<file path="config.mk">
export PLATFORM = sky130hd
export DESIGN_NAME = dual_channel_moving_average
export DESIGN_NICKNAME = d
export VERILOG_FILES = /design/src/rtl/dcma_pkg.sv /design/src/rtl/dual_channel_moving_average.sv /design/src/rtl/dcma_div.sv /design/src/rtl/dcma_dp.sv /design/src/rtl/dcma_ctrl.sv
export VERILOG_INCLUDE_DIRS = /design/src /design/src/rtl
export SDC_FILE = /design/constraint.sdc
export NUM_CORES = 1
export LEC_CHECK = 0
export ABC_CLOCK_PERIOD_IN_PS = 3600
export BUFFER_PORTS_ARGS = -buffer_cell sky130_fd_sc_hd__buf_2
export CORE_MARGIN = 5
export CORE_UTILIZATION = 56
export DETAILED_ROUTE_END_ITERATION = 10
export GPL_TIMING_DRIVEN = 0
export PLACE_DENSITY = 0.76
export REMOVE_ABC_BUFFERS = 1
export SLEW_MARGIN = 10
export SYNTH_ARGS = -nofsm -noshare
export SYNTH_HDL_FRONTEND = slang
export SYNTH_SLANG_ARGS = --single-unit
</file>
<file path="constraint.sdc">
create_clock -name clk -period 3.6 [get_ports clk]
set_clock_uncertainty 0.05 [all_clocks]
set_input_delay 0.54 -clock clk [delete_from_list [all_inputs] [get_ports clk]]
set_output_delay 0.54 -clock clk [all_outputs]
set_load 0.01 [all_outputs]
</file>
<file path="src/rtl/dual_channel_moving_average_defines.svh">
// ----------------------------------------------------------------------------
// dual_channel_moving_average_defines
// Assertion macros used by the moving-average filter controller.
// ----------------------------------------------------------------------------
`ifndef DUAL_CHANNEL_MOVING_AVERAGE_DEFINES_SVH
`define DUAL_CHANNEL_MOVING_AVERAGE_DEFINES_SVH

// same-cycle implication, disabled during reset
`define DCMA_ASSERT_IMP(lbl, clk, rst_n, ante, cons, msg) \
  lbl: assert property (@(posedge clk) disable iff (!rst_n) (ante) |-> (cons)) \
    else $error(msg);

// next-cycle implication, disabled during reset
`define DCMA_ASSERT_NXT(lbl, clk, rst_n, ante, cons, msg) \
  lbl: assert property (@(posedge clk) disable iff (!rst_n) (ante) |=> (cons)) \
    else $error(msg);

`endif

</file>
<file path="src/rtl/dcma_pkg.sv">
// ----------------------------------------------------------------------------
// dcma_pkg
// Shared types and constants of the dual-channel moving-average filter.
// ----------------------------------------------------------------------------
package dcma_pkg;

  // width of each filtered output field
  localparam int OUT_W = 12;

  // commands from the controller to the datapath
  typedef struct packed {
    logic load;      // capture samples, read the slot about to be overwritten
    logic update;    // update sums, write window, advance position, start divide
    logic step;      // one quotient bit per divider
    logic out_load;  // move quotients into the output register
  } cmd_t;

endpackage

</file>
<file path="src/rtl/dual_channel_moving_average.sv">
// ----------------------------------------------------------------------------
// dual_channel_moving_average
// Two-channel moving-average filter with warm-up over a ring window.
// ----------------------------------------------------------------------------
// Each accepted transfer carries one light and one potentiometer sample; each
// produces one result with both windowed averages, the sum of the stored
// samples floor-divided by the fill count (which rises to WINDOW and holds).
// Each item runs through these steps before the next accept is possible:
// the accept and window read, the sum update and window write, the
// bit-serial dividers (one quotient bit per cycle, both channels together),
// and the output register load, which waits while an untaken result still
// holds the output register. The next item may be accepted while the result
// waits there.
// Window contents are treated as zero until the window first fills, so no
// clearing pass is needed after reset.
module dual_channel_moving_average #(
  parameter int WINDOW      = 8,
  parameter int SAMPLE_BITS = 12
) (
  input  logic                       clk,
  input  logic                       rst_n,
  input  logic                       in_valid,
  output logic                       in_ready,
  input  logic [SAMPLE_BITS-1:0]     in_raw_light,
  input  logic [SAMPLE_BITS-1:0]     in_raw_pot,
  output logic                       out_valid,
  input  logic                       out_ready,
  output logic [dcma_pkg::OUT_W-1:0] out_filtered_light,
  output logic [dcma_pkg::OUT_W-1:0] out_filtered_pot
);

  dcma_pkg::cmd_t cmd;

  // sequencing and handshakes
  dcma_ctrl #(.SB(SAMPLE_BITS)) u_ctrl (
    .clk       (clk),
    .rst_n     (rst_n),
    .in_valid  (in_valid),
    .in_ready  (in_ready),
    .out_valid (out_valid),
    .out_ready (out_ready),
    .cmd       (cmd)
  );

  // window, sums and dividers
  dcma_dp #(.WINDOW(WINDOW), .SB(SAMPLE_BITS)) u_dp (
    .clk            (clk),
    .rst_n          (rst_n),
    .cmd            (cmd),
    .raw_light      (in_raw_light),
    .raw_pot        (in_raw_pot),
    .filtered_light (out_filtered_light),
    .filtered_pot   (out_filtered_pot)
  );

endmodule

</file>
<file path="src/rtl/dcma_div.sv">
// ----------------------------------------------------------------------------
// dcma_div
// Bit-serial restoring divider: window sum by fill count, one bit per step.
// ----------------------------------------------------------------------------
module dcma_div #(
  parameter int SB    = 12,
  parameter int CNT_W = 4,
  parameter int SUM_W = 15
) (
  input  logic             clk,
  input  logic             start,
  input  logic             step,
  input  logic [SUM_W-1:0] dividend,
  input  logic [CNT_W-1:0] divisor,
  output logic [SB-1:0]    quotient
);

  logic [CNT_W-1:0] rem_r, rem_nxt;
  logic [SB-1:0]    q_r, q_nxt;
  logic [CNT_W-1:0] dvs_r;
  logic [CNT_W:0]   trial;
  logic [CNT_W:0]   diff;
  logic             ge;

  // trial subtract of the shifted partial remainder
  always_comb begin
    trial   = {rem_r, q_r[SB-1]};
    diff    = trial - {1'b0, dvs_r};
    ge      = (trial >= {1'b0, dvs_r});
    rem_nxt = ge ? diff[CNT_W-1:0] : trial[CNT_W-1:0];
    q_nxt   = {q_r[SB-2:0], ge};
  end

  // the quotient fits in SB bits, so the upper sum bits seed the remainder
  always_ff @(posedge clk) begin
    if (start) begin
      rem_r <= CNT_W'(dividend >> SB);
      q_r   <= dividend[SB-1:0];
      dvs_r <= divisor;
    end else if (step) begin
      rem_r <= rem_nxt;
      q_r   <= q_nxt;
    end
  end

  assign quotient = q_r;

endmodule

</file>
<file path="src/rtl/dcma_dp.sv">
// ----------------------------------------------------------------------------
// dcma_dp
// Datapath: sample window memory, running sums, fill count, dividers and
// output register.
// ----------------------------------------------------------------------------
module dcma_dp #(
  parameter int WINDOW = 8,
  parameter int SB     = 12
) (
  input  logic                      clk,
  input  logic                      rst_n,
  input  dcma_pkg::cmd_t            cmd,
  input  logic [SB-1:0]             raw_light,
  input  logic [SB-1:0]             raw_pot,
  output logic [dcma_pkg::OUT_W-1:0] filtered_light,
  output logic [dcma_pkg::OUT_W-1:0] filtered_pot
);

  localparam int ADDR_W = (WINDOW > 1) ? $clog2(WINDOW) : 1;
  localparam int CNT_W  = $clog2(WINDOW + 1);
  localparam int SUM_W  = SB + $clog2(WINDOW);

  // window memory, both channels in one word: {light, pot}
  logic [2*SB-1:0]   mem [WINDOW];
  logic [2*SB-1:0]   rd_data_r;

  logic [SB-1:0]     light_r, pot_r;
  logic [ADDR_W-1:0] wpos_r, wpos_nxt;
  logic [CNT_W-1:0]  fill_r, fill_nxt;
  logic [SUM_W-1:0]  light_sum_r, light_sum_nxt;
  logic [SUM_W-1:0]  pot_sum_r, pot_sum_nxt;
  logic              full;
  logic [SB-1:0]     old_light, old_pot;
  logic [SB-1:0]     q_light, q_pot;
  logic [dcma_pkg::OUT_W-1:0] out_light_r, out_pot_r;

  // before the window is full the slot being overwritten still reads as zero
  always_comb begin
    full          = (fill_r == CNT_W'(WINDOW));
    old_light     = full ? rd_data_r[2*SB-1:SB] : '0;
    old_pot       = full ? rd_data_r[SB-1:0] : '0;
    light_sum_nxt = light_sum_r - SUM_W'(old_light) + SUM_W'(light_r);
    pot_sum_nxt   = pot_sum_r - SUM_W'(old_pot) + SUM_W'(pot_r);
    fill_nxt      = full ? fill_r : fill_r + 1'b1;
    wpos_nxt      = (wpos_r == ADDR_W'(WINDOW - 1)) ? '0 : wpos_r + 1'b1;
  end

  // sample capture and slot read
  always_ff @(posedge clk) begin
    if (cmd.load) begin
      light_r   <= raw_light;
      pot_r     <= raw_pot;
      rd_data_r <= mem[wpos_r];
    end
  end

  // window write
  always_ff @(posedge clk) begin
    if (cmd.update) begin
      mem[wpos_r] <= {light_r, pot_r};
    end
  end

  // position, fill count and running sums
  always_ff @(posedge clk) begin
    if (!rst_n) begin
      wpos_r      <= '0;
      fill_r      <= '0;
      light_sum_r <= '0;
      pot_sum_r   <= '0;
    end else if (cmd.update) begin
      wpos_r      <= wpos_nxt;
      fill_r      <= fill_nxt;
      light_sum_r <= light_sum_nxt;
      pot_sum_r   <= pot_sum_nxt;
    end
  end

  // one divider per channel, stepped together
  dcma_div #(.SB(SB), .CNT_W(CNT_W), .SUM_W(SUM_W)) u_div_light (
    .clk      (clk),
    .start    (cmd.update),
    .step     (cmd.step),
    .dividend (light_sum_nxt),
    .divisor  (fill_nxt),
    .quotient (q_light)
  );

  dcma_div #(.SB(SB), .CNT_W(CNT_W), .SUM_W(SUM_W)) u_div_pot (
    .clk      (clk),
    .start    (cmd.update),
    .step     (cmd.step),
    .dividend (pot_sum_nxt),
    .divisor  (fill_nxt),
    .quotient (q_pot)
  );

  // output register
  always_ff @(posedge clk) begin
    if (cmd.out_load) begin
      out_light_r <= dcma_pkg::OUT_W'(q_light);
      out_pot_r   <= dcma_pkg::OUT_W'(q_pot);
    end
  end

  assign filtered_light = out_light_r;
  assign filtered_pot   = out_pot_r;

endmodule

</file>
<file path="src/rtl/dcma_ctrl.sv">
// ----------------------------------------------------------------------------
// dcma_ctrl
// Controller: handshakes, sequencing of one item and the divide step count.
// ----------------------------------------------------------------------------
`include "dual_channel_moving_average_defines.svh"

module dcma_ctrl #(
  parameter int SB = 12
) (
  input  logic           clk,
  input  logic           rst_n,
  input  logic           in_valid,
  output logic           in_ready,
  output logic           out_valid,
  input  logic           out_ready,
  output dcma_pkg::cmd_t cmd
);

  localparam int STEP_W = $clog2(SB);

  typedef enum logic [3:0] {
    S_IDLE = 4'b0001,
    S_UPD  = 4'b0010,
    S_DIV  = 4'b0100,
    S_FIN  = 4'b1000
  } state_t;

  state_t            state_r, state_nxt;
  logic [STEP_W-1:0] cnt_r, cnt_nxt;
  logic              out_valid_r, out_valid_nxt;

  // next state and commands
  always_comb begin
    state_nxt    = state_r;
    cnt_nxt      = cnt_r;
    cmd          = '0;
    in_ready     = 1'b0;
    unique case (state_r)
      S_IDLE: begin
        in_ready = 1'b1;
        if (in_valid) begin
          cmd.load  = 1'b1;
          state_nxt = S_UPD;
        end
      end
      S_UPD: begin
        cmd.update = 1'b1;
        cnt_nxt    = STEP_W'(SB - 1);
        state_nxt  = S_DIV;
      end
      S_DIV: begin
        cmd.step = 1'b1;
        if (cnt_r == '0) begin
          state_nxt = S_FIN;
        end else begin
          cnt_nxt = cnt_r - 1'b1;
        end
      end
      S_FIN: begin
        if (!out_valid_r || out_ready) begin
          cmd.out_load = 1'b1;
          state_nxt    = S_IDLE;
        end
      end
      default: begin
        state_nxt = S_IDLE;
      end
    endcase
  end

  // output valid flag
  always_comb begin
    priority if (cmd.out_load) begin
      out_valid_nxt = 1'b1;
    end else if (out_ready) begin
      out_valid_nxt = 1'b0;
    end else begin
      out_valid_nxt = out_valid_r;
    end
  end

  always_ff @(posedge clk) begin
    if (!rst_n) begin
      state_r     <= S_IDLE;
      cnt_r       <= '0;
      out_valid_r <= 1'b0;
    end else begin
      state_r     <= state_nxt;
      cnt_r       <= cnt_nxt;
      out_valid_r <= out_valid_nxt;
    end
  end

  assign out_valid = out_valid_r;

  // checks
  `DCMA_ASSERT_NXT(a_accept_to_upd, clk, rst_n, in_valid && in_ready, state_r == S_UPD, "accepted transfer did not start an update")
  `DCMA_ASSERT_IMP(a_out_slot_free, clk, rst_n, cmd.out_load, !out_valid_r || out_ready, "result loaded over an untaken result")
  `DCMA_ASSERT_NXT(a_div_done, clk, rst_n, state_r == S_DIV && cnt_r == '0, state_r == S_FIN, "divide did not finish after its last step")

endmodule

</file>
Yosys cells after proc, flatten, opt, wreduce, memory -nomap -nowiden --
Memories as Yosys holds them, arrays and structs flattened. A register that Yosys moved wholly into a read port is not among the register bits. Cells that the tools add are included.
Cells by class: add/subtract/negate cells 9, multipliers 0, divide/modulo/power cells 0, magnitude comparators 2, eq/ne operators 10, shift-type cells 0, mux-type cells 31, bitwise operators 0, reduce and logical (&&, ||, !) cells 8
Operators by type and width (number):
- $mux 12 | 6
- $add 15x12->15 | 2
- $sub 15x12->15 | 2
- $mux 4 | 7
- $pmux 4 s4 | 1
- $mux 3 | 5
- $mux 1 | 11
- $ge 5x4->1 | 2
- $eq 4x4->1 const B | 2
- $pmux 4 s2 | 1
- $sub 4x4->4 | 2
- $reduce_bool 2->1 | 3
- $add 4x1->4 const B | 1
- $eq 4x1->1 const B | 1
- $eq 4x2->1 const B | 1
- $eq 4x3->1 const B | 1
- $logic_not 4->1 | 1
- $ne 2x1->1 const B | 2
- $ne 2x2->1 const B | 2
- $sub 4x1->4 const B | 1
- $add 3x1->3 const B | 1
- $eq 3x3->1 const B | 1
- $reduce_and 3->1 | 1
- $reduce_and 2->1 | 1
- 2 further kinds | 2
Storage, ports and cells: register bits after elaboration 130, latch bits 0, RAM bits 192, bits in read-only memories 0, input port bits 28, output and inout bits 26, word-level logic and storage cells 79, memories 1
Memories:
- u_dp.mem | depth 8, width 24, read ports 1, clocked after memory_dff 1, wr ports 1, line dcma_dp.sv:24 | logic [2*SB-1:0] mem [WINDOW];

Depth between registers and ports, before layout --
Gate-level depths: netlist of run 1.
depth in word-level cells 5, depth in mapped cells 17

By module --
A second synthesis of run 1 with hierarchy kept.
Second synthesis, totals: cell total of the unflattened synthesis 1067, area, all modules 15890.2 sq um
By module, submodules not included:
- dcma_dp | times used 1, cells an instance 866, area each 13309.0 sq um
- dcma_div | times used 2, cells an instance 75, area each 1054.8 sq um
- dcma_ctrl | times used 1, cells an instance 51, area each 471.7 sq um

Worst setup path before layout of run 1 --
No wires, ideal clock.
path type register -> register, start point reg u_dp.fill_r[0], end point reg u_dp.u_div_light.q_r[11] (netlist: u_dp.u_div_light.quotient[11]) (data pin), arrival 3.296 ns, data required time 3.290 ns, setup slack -0.006 ns, cell stages (with the launch flop) 16, buffers on the path 2, period minus slack after synthesis 3.606 ns, cells stage by stage dfxtp_1 inv_1 ha_1 and3b_1 clkbuf_1 clkbuf_1 and2_1 fa_1 inv_1 ha_1 a21o_1 a31oi_1 a21oi_1 o41ai_1 mux2i_1 nand2_1
On the way: cells in the longest elaborated chain, start to end 5
RTL lines:
- start: declaration | line dcma_dp.sv:29 | logic [CNT_W-1:0] fill_r, fill_nxt;
- start signal: assignment | line dcma_dp.sv:73 | fill_r <= fill_nxt;
- $eq 4x4->1 | line dcma_dp.sv:39 | full = (fill_r == CNT_W'(WINDOW));
- $mux 12 | line dcma_dp.sv:40 | old_light = full ? rd_data_r[2*SB-1:SB] : '0;
- $sub 15x12->15 | line dcma_dp.sv:42 | light_sum_nxt = light_sum_r - SUM_W'(old_light) + SUM_W'(light_r);
- $add 15x12->15 | line dcma_dp.sv:42
- $mux 12 | line dcma_div.sv:36 | if (start) begin
- end signal: assignment | line dcma_div.sv:38 | q_r <= dividend[SB-1:0];
- end signal: assignment | line dcma_div.sv:42 | q_r <= q_nxt;
- end: declaration | line dcma_div.sv:19 | logic [SB-1:0] q_r, q_nxt;
Every way passes these cells. A chain may end at the register's enable or synchronous reset.

Worst setup path after layout of run 1 --
start point reg u_dp.fill_r[1], end point reg u_dp.pot_sum_r[8]
On the way: cells in the longest elaborated chain, start to end 4
RTL lines:
- $eq 4x4->1 | line dcma_dp.sv:39
- $mux 12 | line dcma_dp.sv:41 | old_pot = full ? rd_data_r[SB-1:0] : '0;
- $sub 15x12->15 | line dcma_dp.sv:43 | pot_sum_nxt = pot_sum_r - SUM_W'(old_pot) + SUM_W'(pot_r);
- $add 15x12->15 | line dcma_dp.sv:43
- end signal: assignment | line dcma_dp.sv:75 | pot_sum_r <= pot_sum_nxt;
- end: declaration | line dcma_dp.sv:31 | logic [SUM_W-1:0] pot_sum_r, pot_sum_nxt;
Every way passes these cells.

==> impl_metrics.yaml, run 1 <==
route:
  vias_per_cell: 5.853
  drtIter0Drc: 783
  first_pass_iters: 5
  wirelength_mm: 32.27
  routedWlPerCell_um: 20.14
  vias: 9377
  ant_nets: 0
  drc_errors: 0
critical_path:
  crit_family: "compound AO/OA/AOI/OAI gates"
  arrival_ns: 3.89
  startpoint_type: "flop"
  end_kind: "flop"
  r2r_end: "u_dp.pot_sum_r[8]"
  max_stage_delay_ns: 0.57
  cp-startpoint: "u_dp.fill_r[1]"
  crit_buf_inv: 3
  path_class: "reg -> reg"
  crit_required_ns: 3.96
  r2r-start: "u_dp.fill_r[1]"
  rrSetupSlack_ns: 0.08
  crit_chain: "inv_1 > ha_2 > and3b_4 > buf_12 > and2_4 > fa_1 > buf_4 > fa_2 > nor2b_2 > o31a_1 > o21a_2 > o21a_1 > or3_4 > a31oi_1"
  r2r_cells: 14
  crit_fanout: 8
  cp_slowest_cell: "fa_1"
global_routing:
  grt_pass1_vias: 9267
  grt_overflow_total: 0
  track_usage_pct: 20.70
  grt_max_degree: 61
  antenna_found_initial: 0
  grt_pass1_wl_mm: 50.29
worst_hold_path:
  hold_depth: 1
  min_from: "in_raw_pot[3]"
  min_path_type: "in -> reg"
  whs_endpoint: "u_dp.pot_r[3]"
synthesis:
  yosysSeqAreaShare_pct: 64.28
  synth_cells: 1158
  synth-edff-count: 298
  async_reset_ff_share_pct: 0
  yosysWarnings: 0
  synth_top_flop_cell: "edfxtp_1"
  synth.avg_cell_area_sq_um: 13.31
  synth_cell_type_count: 68
  ys_ff_latch: 346
  synth_area_sq_um: 15420
sta:
  relSlewSlack_pct: 14.53
  setup_violations: 0
  fin_crit_ns: 3.525
  worstMarginPinSlew_ns: 1.274
  fmax_mhz: 283.7
  hold_ws_ns: 0.1257
  min_period_over_period_pct: 97.91
  rsz0062_at_grt: "true"
  finalHoldViolations: 0
  finalMaxSlewViolations: 0
clock_network:
  htreeDepth: 2
  clock_path_buffers: 3
  cts-buffers-inserted: 36
  clock_latency_ns: 0.54
  clkSlewWorstSetupHoldPaths_ns: 0.06
  cts.sink_count: 346
  cts_root_buf: "clkbuf_16"
  cts_tree: "built"
place:
  numPortBuffers: 53
  gp_congestion: 0.8226
  hpwl_mm: 20.37
  dp.cells: 1519
status:
  outcome: "complete, no violations"
floorplanning:
  core-area_sq_um: 27030
  placementRows: 60
  die_area_sq_um: 30950
  initial_core_util_pct: 57.05
  io_pins: 54
  die_w_um: 175.9
  fp.dieH_um: 175.9
cells_and_area:
  fin_nets: 1332
  antenna_cells: 0
  num-fill-cells: 1863
  area_delta_synth_final_pct: 14.67
  fin_cells: 1602
  drive_above_1_share_pct: 18.24
pwr:
  leakagePower_uw: 0.006396
  irDropWorstVdd_uv: 473.0
  p_per_area_nw_per_um2: 682.9
flow_run:
  drv_cap: 0
synth_stat cells (4+ instances only):
cell type  instances  area share [%]
edfxtp_1         298              58
inv_1            121             2.9
nand2_1          114             2.8
a21oi_1           62             2.0
nor2_1            52             1.3
dfxtp_1           48             6.2
ha_1              44             3.6
o21ai_0           43             1.4
and2_1            31             1.3
fa_1              26             3.4
clkbuf_1          23            0.56
mux2i_1           23             1.5
a21o_1            19            0.93
mux4_2            19             2.8
buf_2             17            0.55
mux2_2            14             1.0
nor3_1            14            0.45
nand3_1           12            0.39
xnor2_1           12            0.68
a211oi_1          11            0.54
a221oi_1          11            0.62
nor2b_1           11            0.45
a31oi_1            9            0.37
or3_1              9            0.37
a221o_1            8            0.52
a22o_1             8            0.45
o211ai_1           8            0.39
o21a_1             8            0.39
a22oi_1            7            0.34
buf_1              7            0.17
nand4_1            6            0.24
and3_1             5            0.20
nand2b_1           5            0.20
xor2_1             5            0.28
nand3b_1           4            0.19
area by class of cell:
class,count,area [sq um],share of cell area [%]
multi-input combinational,641,5124,28.98
clock inverter,16,101.3,0.5732
tap,341,426.7,2.413
clock buffer,49,991.0,5.605
inverter,124,470.5,2.661
timing repair buffer,85,645.6,3.652
sequential,346,9921,56.11
worst max path at each step:
stage / endpoint / cells after the start
2_1_floorplan: u_dp.mem[2][0] / 4
3_3_place_gp: u_dp.mem[2][16] / 4
3_5_place_dp: u_dp.u_div_light.quotient[11] / 13
4_1_cts: u_dp.u_div_light.quotient[11] / 14
5_1_grt: u_dp.u_div_pot.rem_r[0] / 16
6_report: u_dp.pot_sum_r[8] / 14
metrics by stage:
stage	total power [uW]	worst slack, ns	area [sq um]	TNS (ns)	util, %
detailed placement	8239	-0.6864	16190	-14.76	59.92
CTS	11770	-0.03770	17400	-0.03770	64.38
global route	12710	-0.08447	17680	-0.3331	65.42
global placement	8109	-3.716	15900	-576.91	58.83
finish	12070	0.07540	17680	0	65.42
floorplan	7419	-1.066	15210	-75.21	-
cell families (layout without fill, tap and decap cells):
logic type | after synthesis | in the layout | synth area share [%]
XOR/XNOR | 18 | 18 | 1.112
adder cells (fa/ha/maj) | 70 | 70 | 6.947
multiplexers | 56 | 56 | 5.291
flip-flops | 346 | 346 | 64.28
AND/OR/NAND/NOR | 272 | 273 | 8.302
buffers and inverters | 172 | 274 | 4.382
AO/OA/AOI/OAI | 224 | 224 | 9.690
state kept, by name, indices dropped and copies added (netlist names), 4 cells and up:
name,count
u_ctrl.cnt_r,4
u_ctrl.state_r,4
u_dp.fill_r,4
u_dp.filtered_light,12
u_dp.filtered_pot,12
u_dp.light_r,12
u_dp.light_sum_r,15
u_dp.mem,192
u_dp.pot_r,12
u_dp.pot_sum_r,15
u_dp.rd_data_r,24
u_dp.u_div_light.dvs_r,4
u_dp.u_div_light.quotient,12
u_dp.u_div_light.rem_r,4
u_dp.u_div_pot.quotient,12
u_dp.u_div_pot.rem_r,4
layer usage:
metal / up-vias / routed length [um] / GRT usage (%)
li1: 4371 / - / -
met1: 4599 / 13610 / 28.78
met2: 344 / 15650 / 34.40
met3: 63 / 2235 / 3.250
met4: 0 / 768 / 5.686
met5: - / 0 / 0
cells in the final DEF (no fill, tap or decap), types with 34 or more instances in the layout:
cell         n
ha_1        34
buf_2       53
clkbuf_16   37
nand2_1    113
nor2_1      48
edfxtp_1   298
a21oi_1     57
dfxtp_1     43
o21ai_0     41
inv_1      119
power by group:
part / leakage [uW] / total (uW) / internal [uW] / switching (uW)
logic: 0.00277 / 3330 / 1380 / 1940
clock network: 0.000532 / 3430 / 1950 / 1480
registers: 0.00309 / 5310 / 5000 / 316
repair_timing:
action	CTS	global route
pin swaps	7	28
resized for setup	14	39
endpoints found under the setup margin	55	30
cloned	1	0
buffers inserted	6	11
hold buffers	0	0
(Power assumes the default switching activity.)
==> inputs of run 2 (changes only) <==
--- a/config.mk
+++ b/config.mk
@@ -6,12 +6,12 @@
 export SDC_FILE = /design/constraint.sdc
 export NUM_CORES = 1
 export LEC_CHECK = 0
+export ABC_AREA = 1
 export ABC_CLOCK_PERIOD_IN_PS = 3600
 export BUFFER_PORTS_ARGS = -buffer_cell sky130_fd_sc_hd__buf_2
 export CORE_MARGIN = 5
 export CORE_UTILIZATION = 56
 export DETAILED_ROUTE_END_ITERATION = 10
-export GPL_TIMING_DRIVEN = 0
 export PLACE_DENSITY = 0.76
 export REMOVE_ABC_BUFFERS = 1
 export SLEW_MARGIN = 10
==> run 2 against run 1 <==
Effect of this change: sequential share of layout area increased by 1.2 points; global-route usage is 0.20 points higher; clock-buffer cell count down 1; critical path depth is 2 higher; core utilization is 1.4 points lower; wire length decreased by 0.22%; critical path type unchanged.
==> impl_metrics.yaml, run 2 <==
clock_network:
  postCtsSetupBuffers: 0
  cts.sink_count: 346
  htreeDepth: 2
  cts_tree: "built"
  cts.repair.resized: 0
  clkSlewWorstSetupHoldPaths_ns: 0.06
  cts_root_buf: "clkbuf_16"
  cts-buffers-inserted: 37
  hold_buffers: 0
  clock_latency_ns: 0.53
  clock_path_buffers: 3
floorplanning:
  placementRows: 60
  io_pins: 54
  core-area_sq_um: 27030
  die_area_sq_um: 30880
  fp.dieH_um: 175.7
  die_w_um: 175.7
  initial_core_util_pct: 56.91
synthesis:
  synth-edff-count: 298
  synth_area_sq_um: 15380
  yosysWarnings: 0
  yosysSeqAreaShare_pct: 64.43
  synth_mux_area_share_pct: 0
  synth.avg_cell_area_sq_um: 11.15
  synth_area_leader_cell: "edfxtp_1"
  async_reset_ff_share_pct: 0
  synth_cells: 1379
  synth_top_family_by_area: "simple AND/OR/NAND/NOR gates"
  synth_common_cells: "edfxtp_1 (298), nand2_1 (281), inv_1 (280), nor2_1 (81), a21oi_1 (63)"
  synth_xor_xnor_area_share_pct: 0.5694
  synthTopCellsByArea: "edfxtp_1 (58%), nand2_1 (6.9%), inv_1 (6.8%)"
  synth_cell_type_count: 32
  synth_top_flop_cell: "edfxtp_1"
  synth_fa_ha_area_share_pct: 6.963
  synth.top_cell.area_share_pct: 58.18
  synth_most_common_cell: "edfxtp_1"
  synth_compound_area_share_pct: 7.793
  ys_ff_latch: 346
  synthSimpleGateAreaFrac_pct: 11.99
global_routing:
  grt_pass1_wl_mm: 51.20
  grt_max_degree: 70
  grt_overflow_total: 0
  antenna_found_initial: 0
  grt_pass1_vias: 9765
  track_usage_pct: 20.90
critical_path:
  crit_fanout: 26
  rrSetupSlack_ns: 0.42
  startpoint_type: "flop"
  arrival_ns: 3.41
  path_class: "reg -> reg"
  end_kind: "flop"
  crit_required_ns: 3.83
cells_and_area:
  layout_common_cells: "edfxtp_1 (298), nand2_1 (281), inv_1 (280), nor2_1 (71), a21oi_1 (63)"
  area_delta_synth_final_pct: 12.47
  final_common_cell: "edfxtp_1"
  drive_above_1_share_pct: 10.32
  fin_area_sq_um: 17300
  antenna_cells: 0
  largestRegisters: "u_dp.mem x192, u_dp.rd_data_r x24"
  top_register: "u_dp.mem"
  largest_register_ffs: 192
  fin_nets: 1553
  final_core_utilization_pct: 64.01
sta:
  finalMaxSlewViolations: 0
  fin_crit_ns: 3.181
  worstMarginPinSlew_ns: 1.061
  rsz0062_at_grt: "false"
  relSlewSlack_pct: 29.19
  min_period_over_period_pct: 88.36
  setup_total_negative_slack_ns: 0
  worst_slack_ns: 0.4192
  finalHoldViolations: 0
  hold_ws_ns: 0.1295
  setup_violations: 0
  fmax_mhz: 314.4
pwr:
  power_frac_clock_pct: 41.0
  switching_share_pct: 23.60
  p_int_uw: 6944
  p_comb_share_pct: 8.8
  p_switching_uw: 2145
  leakagePower_uw: 0.007162
  p_per_area_nw_per_um2: 525.4
  irDropWorstVdd_uv: 424.1
  power_frac_seq_pct: 50.2
route:
  drc_errors: 0
  wirelength_mm: 32.20
  ant_nets: 0
  drtIter0Drc: 873
  routedWlPerCell_um: 17.66
  vias_per_cell: 5.409
  vias: 9861
  first_pass_iters: 4
place:
  place_ws_ns: 0.4539
  hpwl_mm: 19.66
  gp_congestion: 0.8881
  placed_area_sq_um: 16070
  numPortBuffers: 53
status:
  outcome: "complete, no violations"
flow_run:
  drv_cap: 0
worst_hold_path:
  min_path_type: "in -> reg"
## run 2: cell count changes after synthesis, sizes merged, moves of 16 or more
| cell | before | now |
|---|---|---|
| inv | 121 | 289 |
| nand2 | 114 | 281 |
| nand3 | 12 | 53 |
| and2 | 31 | 0 |
| nor2 | 52 | 82 |
| a221oi | 11 | 34 |
| mux2i | 23 | 0 |
| a21o | 19 | 0 |
| mux4 | 19 | 0 |
| clkbuf | 23 | 7 |
## run 2: area by class of cell
type / count / area, sq um
Clock inverter: 18 / 197.7
Inverter: 289 / 1085
Tap cell: 341 / 426.7
Sequential cell: 346 / 9910
Clock buffer: 48 / 1030
Multi-Input combinational cell: 712 / 4240
Timing Repair Buffer: 69 / 410.4
Fill cell: 2028 / 9727
## run 2: final timing paths
kind | to | start | cells after the start
max | u_dp.u_div_light.rem_r[0] | u_dp.fill_r[0] | 16
min | u_dp.pot_r[6] | in_raw_pot[6] | 1
max reg2reg | u_dp.u_div_light.rem_r[0] | u_dp.fill_r[0] | 16
min reg2reg | u_dp.filtered_light[0] | u_dp.u_div_light.quotient[0] | 0
## run 2: through the flow
step / instances / power, uW
floorplan: 1347 / 5198
global placement: 1757 / 5406
detailed placement: 1757 / 5429
CTS: 1823 / 9147
global route: 1823 / 9478
finish: 1823 / 9089
## run 2: cells by family (layout without fill, tap and decap cells)
family	after synthesis	in the layout
AOI/OAI and AO/OA	184	184
xor gates and xnor gates	10	10
adders and majority gates	70	70
buffers and inverters	321	424
DFF	346	346
and+or+nand+nor	448	448
## run 2: power by group through the flow
stage	Sequential (uW)	Combinational (uW)	Clock [uW]
6_report	4560	801	3730
2_1_floorplan	4610	587	0
5_1_grt	4570	927	3980
3_3_place_gp	4630	772	0
4_1_cts	4560	801	3790
3_5_place_dp	4640	789	0
## run 2: critical path, stage by stage (launching register included)
cell and delay, ns:
dfxtp_1 0.39, inv_1 0.09, ha_1 0.20, nand3_1 0.13
buf_12 0.18, nor2_1 0.08, fa_1 0.54, inv_1 0.05
ha_1 0.34, nand2_1 0.09, nand2_1 0.07, nor2_1 0.25
inv_1 0.08, nand2_1 0.09, nand4_1 0.09, nand3_1 0.14
nand2_1 0.07
## run 2: per-layer routing
| layer | track usage [%] | vias up | part of all wire, % |
|---|---|---|---|
| met4 | 5.003 | 0 | 1.6 |
| met2 | 34.50 | 371 | 47 |
| met1 | 29.51 | 4671 | 44 |
| li1 | - | 4768 | - |
| met3 | 3.379 | 51 | 7.4 |
| met5 | 0 | - | 0 |
